`config.mk`:
```
export PLATFORM = sky130hd
export DESIGN_NAME = two_gate_velocity_timer
export DESIGN_NICKNAME = d
export VERILOG_FILES = /design/src/sv/tgvt_pkg.sv /design/src/sv/tgvt_div.sv /design/src/sv/tgvt_apb.sv /design/src/sv/two_gate_velocity_timer.sv
export SDC_FILE = /design/constraint.sdc
export NUM_CORES = 1
export LEC_CHECK = 0
export BUFFER_PORTS_ARGS = -buffer_cell sky130_fd_sc_hd__buf_4
export CORE_UTILIZATION = 40
export CTS_CLUSTER_DIAMETER = 60
export DETAILED_ROUTE_END_ITERATION = 10
export GPL_TIMING_DRIVEN = 1
export PLACE_DENSITY = 0.6
export SETUP_SLACK_MARGIN = 0.5
export SYNTH_ARGS = -nofsm -noshare
export SYNTH_HDL_FRONTEND = slang
export SYNTH_SLANG_ARGS = --single-unit
export TNS_END_PERCENT = 20
```
`constraint.sdc`:
```
create_clock -name i_clk -period 9.32 [get_ports i_clk]
set_input_delay 1.398 -clock i_clk [delete_from_list [all_inputs] [get_ports i_clk]]
set_output_delay 1.398 -clock i_clk [all_outputs]
set_load 0.01 [all_outputs]
```
`src/sv/tgvt_pkg.sv`:
```
// ----------------------------------------------------------------------------
// tgvt_pkg
// Shared types and constants of the two-gate velocity timer: item layouts,
// configuration register set, reset values and field limits.
// ----------------------------------------------------------------------------
package tgvt_pkg;

    localparam int CAL_SAMPLES_DEF = 20;
    localparam int TICK_WIDTH_DEF  = 32;

    localparam int SAMPLE_W = 10;
    localparam int TPM_W    = 16;
    localparam int DIST_W   = 10;
    localparam int MS_W     = 30;
    localparam int VEL_W    = 20;
    localparam int PROD_W   = 20;
    localparam int ADDR_W   = 3;
    localparam int DATA_W   = 32;

    localparam logic [TPM_W-1:0]  TPM_RESET  = 16'd4000;
    localparam logic [DIST_W-1:0] DIST_RESET = 10'd23;
    localparam logic [DIST_W-1:0] MS_PER_S   = 10'd1000;
    localparam logic [MS_W-1:0]   MS_MAX     = '1;
    localparam logic [VEL_W-1:0]  VEL_MAX    = '1;

    // register index taken from paddr[2]
    localparam logic REG_TPM  = 1'b0;
    localparam logic REG_DIST = 1'b1;

    localparam logic EV_CAL  = 1'b0;
    localparam logic EV_SHOT = 1'b1;

    typedef struct packed {
        logic [SAMPLE_W-1:0] front_sample;
        logic [SAMPLE_W-1:0] back_sample;
        logic                button;
    } t_in_item;

    typedef struct packed {
        logic                event_kind;
        logic [SAMPLE_W-1:0] front_threshold_out;
        logic [SAMPLE_W-1:0] back_threshold_out;
        logic [MS_W-1:0]     elapsed_ms;
        logic [VEL_W-1:0]    velocity_cm_s;
        logic                zero_time;
    } t_out_item;

    typedef struct packed {
        logic [TPM_W-1:0]  ticks_per_ms;
        logic [DIST_W-1:0] gate_distance_cm;
    } t_cfg;

endpackage

```
`src/sv/tgvt_div.sv`:
```
// ----------------------------------------------------------------------------
// tgvt_div
// Shared restoring divider: one quotient bit per cycle while busy, done pulses
// for one cycle with the quotient held afterwards.
// ----------------------------------------------------------------------------
module tgvt_div #(
    parameter int DW = 32,
    parameter int VW = 30
) (
    input  logic          i_clk,
    input  logic          i_rst_n,
    input  logic          i_start,
    input  logic [DW-1:0] i_dividend,
    input  logic [VW-1:0] i_divisor,
    output logic          o_done,
    output logic [DW-1:0] o_quotient
);

    localparam int CW = $clog2(DW + 1);

    logic          r_busy;
    logic          r_done;
    logic [CW-1:0] r_cnt;
    logic [VW-1:0] r_rem;
    logic [VW-1:0] r_div;
    logic [DW-1:0] r_quo;

    logic [VW:0]   w_sh;
    logic [VW:0]   w_diff;
    logic          w_ge;

    assign w_sh   = {r_rem, r_quo[DW-1]};
    assign w_ge   = (w_sh >= {1'b0, r_div});
    assign w_diff = w_sh - {1'b0, r_div};

    always_ff @(posedge i_clk) begin
        if (!i_rst_n) begin
            r_busy <= 1'b0;
            r_done <= 1'b0;
            r_cnt  <= '0;
        end else begin
            r_done <= 1'b0;
            if (i_start && !r_busy) begin
                r_busy <= 1'b1;
                r_cnt  <= CW'(DW);
            end else if (r_busy) begin
                r_cnt <= r_cnt - 1'b1;
                if (r_cnt == CW'(1)) begin
                    r_busy <= 1'b0;
                    r_done <= 1'b1;
                end
            end
        end
    end

    // dividend shifts out of the top of r_quo while quotient bits shift in
    always_ff @(posedge i_clk) begin
        if (i_start && !r_busy) begin
            r_rem <= '0;
            r_div <= i_divisor;
            r_quo <= i_dividend;
        end else if (r_busy) begin
            r_rem <= w_ge ? w_diff[VW-1:0] : w_sh[VW-1:0];
            r_quo <= {r_quo[DW-2:0], w_ge};
        end
    end

    assign o_done     = r_done;
    assign o_quotient = r_quo;

endmodule

```
`src/sv/tgvt_apb.sv`:
```
// ----------------------------------------------------------------------------
// tgvt_apb
// Configuration register file behind an APB-style slave port: ticks per
// millisecond at 0x0, gate distance at 0x4. Zero wait states.
// ----------------------------------------------------------------------------
module tgvt_apb (
    input  logic                       i_clk,
    input  logic                       i_rst_n,
    input  logic                       psel,
    input  logic                       penable,
    input  logic                       pwrite,
    input  logic [tgvt_pkg::ADDR_W-1:0] paddr,
    input  logic [tgvt_pkg::DATA_W-1:0] pwdata,
    output logic [tgvt_pkg::DATA_W-1:0] prdata,
    output logic                       pready,
    output tgvt_pkg::t_cfg             o_cfg
);
    import tgvt_pkg::*;

    logic [TPM_W-1:0]  r_tpm;
    logic [DIST_W-1:0] r_dist;
    logic              w_wr;

    assign w_wr = psel && penable && pwrite;

    always_ff @(posedge i_clk) begin
        if (!i_rst_n) begin
            r_tpm  <= TPM_RESET;
            r_dist <= DIST_RESET;
        end else if (w_wr) begin
            unique case (paddr[2])
                REG_TPM:  r_tpm  <= pwdata[TPM_W-1:0];
                REG_DIST: r_dist <= pwdata[DIST_W-1:0];
                default: ;
            endcase
        end
    end

    always_comb begin
        unique case (paddr[2])
            REG_TPM:  prdata = DATA_W'(r_tpm);
            REG_DIST: prdata = DATA_W'(r_dist);
            default:  prdata = '0;
        endcase
    end

    assign pready = 1'b1;
    assign o_cfg  = '{ticks_per_ms: r_tpm, gate_distance_cm: r_dist};

endmodule

```
`src/sv/two_gate_velocity_timer.sv`:
```
// ----------------------------------------------------------------------------
// two_gate_velocity_timer
// Light-gate chronograph: calibrates sensor thresholds, times the passage
// between the front and back gates and reports elapsed time and velocity.
//
// Usage:
//   One input transfer per timer tick carries both sensor samples and the
//   button level. Ticks that produce no result (calibration sums, arming,
//   counting, waiting) keep o_in_ready high and a tick can follow every cycle.
//   The tick that completes calibration runs two divisions by
//   CAL_SAMPLES+1; the tick that sees the back gate runs ticks/ticks_per_ms
//   and then distance*1000/ms. Each division uses the single shared
//   restoring divider of width DW = max(TICK_WIDTH, 30), and these ticks
//   hold o_in_ready low until their result is emitted; a shot with zero
//   milliseconds skips the second division.
//   The result sits in an output register; while the receiver stalls,
//   later non-result ticks are still taken, and a new result waits in the
//   emit step, with o_in_ready low, until the register frees up.
//   Reset clears the state to calibrating, zeroes sums, thresholds and the
//   tick counter, and loads ticks_per_ms = 4000, gate_distance_cm = 23.
//   Write the registers over the APB port only while the block is idle.
// ----------------------------------------------------------------------------
module two_gate_velocity_timer #(
    parameter int CAL_SAMPLES = tgvt_pkg::CAL_SAMPLES_DEF,
    parameter int TICK_WIDTH  = tgvt_pkg::TICK_WIDTH_DEF
) (
    input  logic                        i_clk,
    input  logic                        i_rst_n,
    input  logic                        i_in_valid,
    output logic                        o_in_ready,
    input  tgvt_pkg::t_in_item          i_in_data,
    output logic                        o_out_valid,
    input  logic                        i_out_ready,
    output tgvt_pkg::t_out_item         o_out_data,
    input  logic                        psel,
    input  logic                        penable,
    input  logic                        pwrite,
    input  logic [tgvt_pkg::ADDR_W-1:0] paddr,
    input  logic [tgvt_pkg::DATA_W-1:0] pwdata,
    output logic [tgvt_pkg::DATA_W-1:0] prdata,
    output logic                        pready
);
    import tgvt_pkg::*;

    localparam int CNT_W = $clog2(CAL_SAMPLES + 1);
    localparam int SUM_W = SAMPLE_W + CNT_W;
    localparam int DW    = (TICK_WIDTH > MS_W) ? TICK_WIDTH : MS_W;
    localparam int VW    = MS_W;

    localparam logic [1:0] PH_CAL   = 2'd0;
    localparam logic [1:0] PH_ARMED = 2'd1;
    localparam logic [1:0] PH_TIME  = 2'd2;
    localparam logic [1:0] PH_WAIT  = 2'd3;

    localparam logic [2:0] S_IDLE = 3'd0;
    localparam logic [2:0] S_CALF = 3'd1;
    localparam logic [2:0] S_CALB = 3'd2;
    localparam logic [2:0] S_MS   = 3'd3;
    localparam logic [2:0] S_VEL  = 3'd4;
    localparam logic [2:0] S_EMIT = 3'd5;

    t_cfg                  w_cfg;
    logic                  w_acc;
    logic                  w_out_free;
    logic                  w_div_done;
    logic [DW-1:0]         w_quo;
    logic [SUM_W-1:0]      w_fsum;
    logic [SUM_W-1:0]      w_bsum;
    logic [CNT_W-1:0]      w_cnt;
    logic [TICK_WIDTH-1:0] w_tick;
    logic [VW-1:0]         w_tpm_div;
    logic [MS_W-1:0]       w_ms;
    logic [VEL_W-1:0]      w_vel;
    logic                  n_start;

    logic [2:0]            r_state;
    logic [1:0]            r_phase;
    logic [CNT_W-1:0]      r_cal_cnt;
    logic [SUM_W-1:0]      r_fsum;
    logic [SUM_W-1:0]      r_bsum;
    logic [SAMPLE_W-1:0]   r_fthr;
    logic [SAMPLE_W-1:0]   r_bthr;
    logic [TICK_WIDTH-1:0] r_tick;
    logic                  r_start;
    logic                  r_out_valid;
    logic [DW-1:0]         r_dividend;
    logic [VW-1:0]         r_divisor;
    logic [PROD_W-1:0]     r_prod;
    logic                  r_kind;
    logic [MS_W-1:0]       r_ms;
    logic [VEL_W-1:0]      r_vel;
    logic                  r_zero;
    t_out_item             r_out;

    tgvt_apb u_apb (
        .i_clk   (i_clk),
        .i_rst_n (i_rst_n),
        .psel    (psel),
        .penable (penable),
        .pwrite  (pwrite),
        .paddr   (paddr),
        .pwdata  (pwdata),
        .prdata  (prdata),
        .pready  (pready),
        .o_cfg   (w_cfg)
    );

    tgvt_div #(.DW(DW), .VW(VW)) u_div (
        .i_clk      (i_clk),
        .i_rst_n    (i_rst_n),
        .i_start    (r_start),
        .i_dividend (r_dividend),
        .i_divisor  (r_divisor),
        .o_done     (w_div_done),
        .o_quotient (w_quo)
    );

    assign o_in_ready = (r_state == S_IDLE);
    assign w_acc      = i_in_valid && o_in_ready;
    assign w_out_free = !r_out_valid || i_out_ready;

    assign w_fsum    = r_fsum + SUM_W'(i_in_data.front_sample);
    assign w_bsum    = r_bsum + SUM_W'(i_in_data.back_sample);
    assign w_cnt     = r_cal_cnt + 1'b1;
    assign w_tick    = (r_tick == '1) ? r_tick : r_tick + 1'b1;
    assign w_tpm_div = (w_cfg.ticks_per_ms == '0) ? VW'(1) : VW'(w_cfg.ticks_per_ms);
    assign w_ms      = (w_quo > DW'(MS_MAX)) ? MS_MAX : w_quo[MS_W-1:0];
    assign w_vel     = (w_quo > DW'(VEL_MAX)) ? VEL_MAX : w_quo[VEL_W-1:0];

    // kick the divider on the step that hands it new operands
    always_comb begin
        n_start = 1'b0;
        unique case (r_state)
            S_IDLE: n_start = w_acc &&
                              ((r_phase == PH_CAL && w_cnt == CNT_W'(CAL_SAMPLES)) ||
                               (r_phase == PH_TIME &&
                                i_in_data.back_sample < r_bthr));
            S_CALF: n_start = w_div_done;
            S_MS:   n_start = w_div_done && (w_ms != '0);
            default: n_start = 1'b0;
        endcase
    end

    // control state
    always_ff @(posedge i_clk) begin
        if (!i_rst_n) begin
            r_state     <= S_IDLE;
            r_phase     <= PH_CAL;
            r_cal_cnt   <= '0;
            r_fsum      <= '0;
            r_bsum      <= '0;
            r_fthr      <= '0;
            r_bthr      <= '0;
            r_tick      <= '0;
            r_start     <= 1'b0;
            r_out_valid <= 1'b0;
        end else begin
            r_start <= n_start;
            if (r_state == S_EMIT && w_out_free) begin
                r_out_valid <= 1'b1;
            end else if (o_out_valid && i_out_ready) begin
                r_out_valid <= 1'b0;
            end
            unique case (r_state)
                S_IDLE: begin
                    if (w_acc) begin
                        unique case (r_phase)
                            PH_CAL: begin
                                r_fsum    <= w_fsum;
                                r_bsum    <= w_bsum;
                                r_cal_cnt <= w_cnt;
                                if (w_cnt == CNT_W'(CAL_SAMPLES)) begin
                                    r_phase <= PH_ARMED;
                                    r_state <= S_CALF;
                                end
                            end
                            PH_ARMED: begin
                                if (i_in_data.front_sample < r_fthr) begin
                                    r_tick  <= '0;
                                    r_phase <= PH_TIME;
                                end
                            end
                            PH_TIME: begin
                                r_tick <= w_tick;
                                if (i_in_data.back_sample < r_bthr) begin
                                    r_phase <= PH_WAIT;
                                    r_state <= S_MS;
                                end
                            end
                            PH_WAIT: begin
                                if (i_in_data.button) begin
                                    r_tick  <= '0;
                                    r_phase <= PH_ARMED;
                                end
                            end
                            default: r_phase <= PH_ARMED;
                        endcase
                    end
                end
                S_CALF: begin
                    if (w_div_done) begin
                        r_fthr  <= w_quo[SAMPLE_W-1:0];
                        r_state <= S_CALB;
                    end
                end
                S_CALB: begin
                    if (w_div_done) begin
                        r_bthr  <= w_quo[SAMPLE_W-1:0];
                        r_state <= S_EMIT;
                    end
                end
                S_MS: begin
                    if (w_div_done) begin
                        if (w_ms == '0) begin
                            r_state <= S_EMIT;
                        end else begin
                            r_state <= S_VEL;
                        end
                    end
                end
                S_VEL: begin
                    if (w_div_done) begin
                        r_state <= S_EMIT;
                    end
                end
                S_EMIT: begin
                    // hold until the output register frees up
                    if (w_out_free) begin
                        r_state <= S_IDLE;
                    end
                end
                default: r_state <= S_IDLE;
            endcase
        end
    end

    // divider operands and result payload
    always_ff @(posedge i_clk) begin
        r_prod <= PROD_W'(w_cfg.gate_distance_cm) * PROD_W'(MS_PER_S);
        unique case (r_state)
            S_IDLE: begin
                if (w_acc && r_phase == PH_CAL) begin
                    r_dividend <= DW'(w_fsum);
                    r_divisor  <= VW'(CAL_SAMPLES + 1);
                    r_kind     <= EV_CAL;
                    r_ms       <= '0;
                    r_vel      <= '0;
                    r_zero     <= 1'b0;
                end else if (w_acc && r_phase == PH_TIME) begin
                    r_dividend <= DW'(w_tick);
                    r_divisor  <= w_tpm_div;
                    r_kind     <= EV_SHOT;
                end
            end
            S_CALF: begin
                if (w_div_done) begin
                    r_dividend <= DW'(r_bsum);
                end
            end
            S_MS: begin
                if (w_div_done) begin
                    r_ms       <= w_ms;
                    r_zero     <= (w_ms == '0);
                    r_vel      <= VEL_MAX;
                    r_dividend <= DW'(r_prod);
                    r_divisor  <= w_ms;
                end
            end
            S_VEL: begin
                if (w_div_done) begin
                    r_vel <= w_vel;
                end
            end
            S_EMIT: begin
                if (w_out_free) begin
                    r_out <= '{event_kind:          r_kind,
                               front_threshold_out: r_fthr,
                               back_threshold_out:  r_bthr,
                               elapsed_ms:          r_ms,
                               velocity_cm_s:       r_vel,
                               zero_time:           r_zero};
                end
            end
            default: ;
        endcase
    end

    assign o_out_valid = r_out_valid;
    assign o_out_data  = r_out;

endmodule

```
==> summary.md <==
| Metric | Value |
|---|---|
| First drt pass iteration count | `8` |
| Leak | `slightly below 10 nW` |
| GPL Wtd Cong | `between 0.8 and 0.9` |
| Die Y-Extent | `about 240 um` |
| Post-synth ARST share | `0%` |
| Met1 usage | `roughly a quarter` |
| Max clock buf depth | `3` |
| Deepest level of the CTS H-tree | `2` |
| Hold Path Depth | `0` |
| Antenna cells | `0` |
| Fin crit share | `52.4%` |
| Via/cell ratio | `between 5 and 6` |
| Final hold vios | `0` |
| Initial antenna violation count | `0` |
| Post-Syn Area | `0.0218 mm^2` |
| Ys flop type | `edfxtp_1` |
| Dpl hpwl | `about 40000 um` |
| Synth Warn # | `0` |
| WP data arrival | `approximately 5.4 ns` |
| Area of the core | `between 0.05 and 0.06 mm^2` |
| Reg-to-reg endpoint | `r_prod[19]$_DFF_P_` |
| Post-Route Skew | `0.0169 ns` |
| Worst Path Required | `between 9 and 10 ns` |
| RSZ-0062 raised after global routing | `false` |
| PortBufs | `134` |
| Clk Tree Root Cell | `clkbuf_16` |
| Post-CTS Resized | `0` |
| Final min period | `roughly 4.9 ns` |
| Routed WL per cell | `18.8 um` |
| DR DRC count | `0` |
| Grt met2 use | `roughly a third` |
| Register-to-Register Path Depth | `13` |
| Max-Cap Viols | `0` |
| Total clock sinks | `approximately 420` |
| Remaining global-route overflow | `0` |
| Largest net degree at the start of global routing | `between 90 and 100` |
| Area growth, synth to finish | `14.3%` |
| Detail Route Antenna Nets | `0` |
| Mapped Cells | `between 2000 and 2500` |
| Avg Cell Area, Syn | `approximately 10 um^2` |
| Max FO, Critical Path | `7` |
| Non-filler cells in the finished layout | `slightly below 3000` |
| Simple-Gate Fraction of Synth Area | `between 10% and 20%` |
| Synth Area in Adders | `under 10%` |
| Hold Crit Class | `reg2reg` |
| First-pass GRT wire length | `~87000 um` |
| Worst-skew pair later-pin latency | `around 0.59 ns` |
| Starting DRT DRC Count | `slightly above 1000` |
| Final WL | `~56000 um` |
| GR Layer Usage met3 | `2.87%` |
| Fmax | `205 MHz` |
| Crit. End Element | `flip-flop` |
| Vias in the first global route | `~15000` |
| PD cells | `approximately 180 mW/mm^2` |
| Unique masters post-synth | `between 70 and 80` |
| Crit start category | `flip-flop` |
| DP Cell Count | `2878` |
| Post-synthesis xor/xnor area fraction | `approximately 4.0%` |
| Busiest grt layer | `met2` |
| Setup TNS | `0 ns` |
| Clock transition at path regs | `about 0.06 ns` |
| Fin nets | `2445` |
| CTS tree | `done` |
| GRT Total Usage | `19.9%` |
| Slew Viols, Final | `0` |
| Worst setup path class | `reg2reg` |
| Full die area | `~0.055 mm^2` |
| Share of layout cells above drive strength 1 | `13.5%` |
| Worst IR Drop VDD | `around 0.00011 V` |
| CTS buffer count | `45` |
| Hold Path End | `o_out_data[23]$_DFFE_PP_` |
| Setup bufs post-CTS | `0` |
| Seq/Total Area, Yosys | `50.2%` |
| Hold buffers post-CTS | `0` |
| Worst hold start | `r_ms[2]$_SDFFCE_PP0P_` |
| Slew @ Worst Pin | `~1.1 ns` |
| Flop-to-flop setup slack | `4.43 ns` |
| Site row count | `85` |
| Max-slew headroom | `~28%` |
| I/O pins | `170` |
| Via count | `about 16000` |
| Initial Util | `around 41%` |
| Chip Width | `about 240 um` |
| Compound-Gate Fraction of Synth Area | `13.3%` |
| FILL cells | `roughly 5000` |
| Final setup viols | `0` |
| Mux contribution to synthesized area | `2.87%` |
| R2r startpoint | `u_apb.r_dist[2]$_SDFFE_PN1P_` |
| EDFF count, synth | `between 200 and 250` |
| Largest family of logic cells by synthesized area | `simple AND/OR/NAND/NOR gates` |
| Outcome | `complete, no violations` |
| Flop and latch count out of synthesis | `~420` |
[final cells by class]
class,instances,area [um^2],area share [%]
clock buffer,59,1230,4.93
clock inverter,23,275,1.10
inverter,141,529,2.12
multi-input combinational,1465,9930,39.8
sequential,423,11000,43.9
tap,696,871,3.49
timing repair buffer,153,1150,4.61
[through the flow]
step | power (W) | util, % | hold WS, ns | worst slack, ns | instance area (um^2)
2_1_floorplan | 0.00247 | - | 0.400 | 4.08 | 21900
3_3_place_gp | 0.00261 | 43.5 | 0.401 | 4.46 | 23400
3_5_place_dp | 0.00262 | 43.5 | 0.405 | 4.43 | 23400
4_1_cts | 0.00445 | 46.3 | 0.414 | 4.40 | 24900
5_1_grt | 0.00458 | 46.3 | 0.420 | 4.16 | 24900
6_report | 0.00440 | 46.3 | 0.416 | 4.43 | 24900
[cell usage after synthesis, types with 10 or more instances]
master / instances / area, um^2
and3_1: 13 / 81.3
ha_1: 121 / 1510
buf_4: 17 / 128
fa_1: 32 / 641
o211ai_1: 40 / 300
nand2b_1: 11 / 68.8
or2_2: 12 / 75.1
inv_1: 135 / 507
nand2_1: 258 / 968
nor3_1: 19 / 95.1
a21o_1: 45 / 338
xnor2_1: 54 / 473
mux2i_1: 12 / 120
xor2_1: 46 / 403
edfxtp_1: 248 / 7450
a211oi_1: 11 / 82.6
o21a_1: 38 / 285
o21ai_0: 59 / 295
nand4_1: 53 / 332
dfxtp_1: 175 / 3500
a21oi_1: 156 / 781
nor4_1: 20 / 125
a31oi_1: 15 / 93.8
mux2_2: 45 / 507
nor2_1: 167 / 627
nand3_1: 51 / 255
clkbuf_1: 85 / 319
or3_1: 23 / 144
nor2b_1: 21 / 131
and2_1: 10 / 62.6
[cell usage in the layout (no fill, tap or decap), types with 13 or more instances in the layout]
cell type	count
nand2_1	258
a31oi_1	15
o21a_1	38
a21oi_1	155
conb_1	17
fa_1	32
xnor2_1	54
nor3_1	19
inv_1	135
or3_1	23
nand3_1	51
edfxtp_1	248
dfxtp_1	174
o21ai_0	57
o211ai_1	40
clkbuf_16	46
nand4_1	53
nor2b_1	20
mux2_2	45
buf_4	153
and3_1	13
ha_1	121
nor4_1	20
xor2_1	46
a21o_1	45
nor2_1	165
[metal layers]
layer | up-vias | share of wire (%)
met5 | - | 0
met4 | 0 | 4.5
met3 | 103 | 4.8
met2 | 388 | 47
met1 | 7665 | 44
li1 | 7785 | -
[cells by family (layout without fill, tap and decap cells)]
logic type,count (synthesis),after routing
AO/OA/AOI/OAI,446,446
XOR/XNOR,100,100
adder cells (fa/ha/maj),153,153
buffers and inverters,253,376
flip-flops,423,423
multiplexers,57,57
other,2,17
AND/OR/NAND/NOR,692,692
[worst max-delay path: stages (launching register included)]
cell	delay (ns)
dfxtp_1	0.53
inv_1	0.13
fa_1	0.59
fa_1	0.45
fa_1	0.49
fa_1	0.52
inv_1	0.04
ha_1	0.35
a21o_1	0.17
a31o_2	0.21
a41o_1	0.25
o41ai_1	0.48
mux2i_1	0.15
a2111o_1	0.39
[state kept, by name, indices dropped and copies added, names as in the netlist, 2 cells and up]
name	count
r_phase	2
o_out_data	72
r_divisor	30
r_ms	30
r_fsum	15
r_bsum	15
r_state	3
u_div.r_div	30
u_apb.r_tpm	16
u_div.r_rem	30
u_div.r_cnt	6
u_div.o_quotient	32
r_dividend	32
r_prod	17
r_tick	32
r_cal_cnt	5
u_apb.r_dist	10
r_bthr	10
r_vel	20
r_fthr	10
[report_power, final]
part	switching, W	total (W)	internal [W]	leakage, nW
Sequential	0.0000438	0.00209	0.00204	3.81
Clock	0.000773	0.00183	0.00105	0.735
Combinational	0.000289	0.000489	0.000200	5.15
Total	0.00111	0.00440	0.00330	9.69
[worst max-delay path by stage]
stage | cells past startpoint | start | slack, ns | endpoint
CTS | 13 | u_apb.r_dist[3]$_SDFFE_PN0P_ | 4.40 | r_prod[19]$_DFF_P_
global placement | 13 | u_apb.r_dist[2]$_SDFFE_PN1P_ | 4.46 | r_prod[19]$_DFF_P_
finish | 13 | u_apb.r_dist[2]$_SDFFE_PN1P_ | 4.43 | r_prod[19]$_DFF_P_
detailed placement | 13 | u_apb.r_dist[2]$_SDFFE_PN1P_ | 4.43 | r_prod[19]$_DFF_P_
floorplan | 2 | i_out_ready | 4.08 | o_out_data[0]$_DFFE_PP_
global route | 13 | u_apb.r_dist[2]$_SDFFE_PN1P_ | 4.16 | r_prod[19]$_DFF_P_
Power figures use the tool's default switching activity.
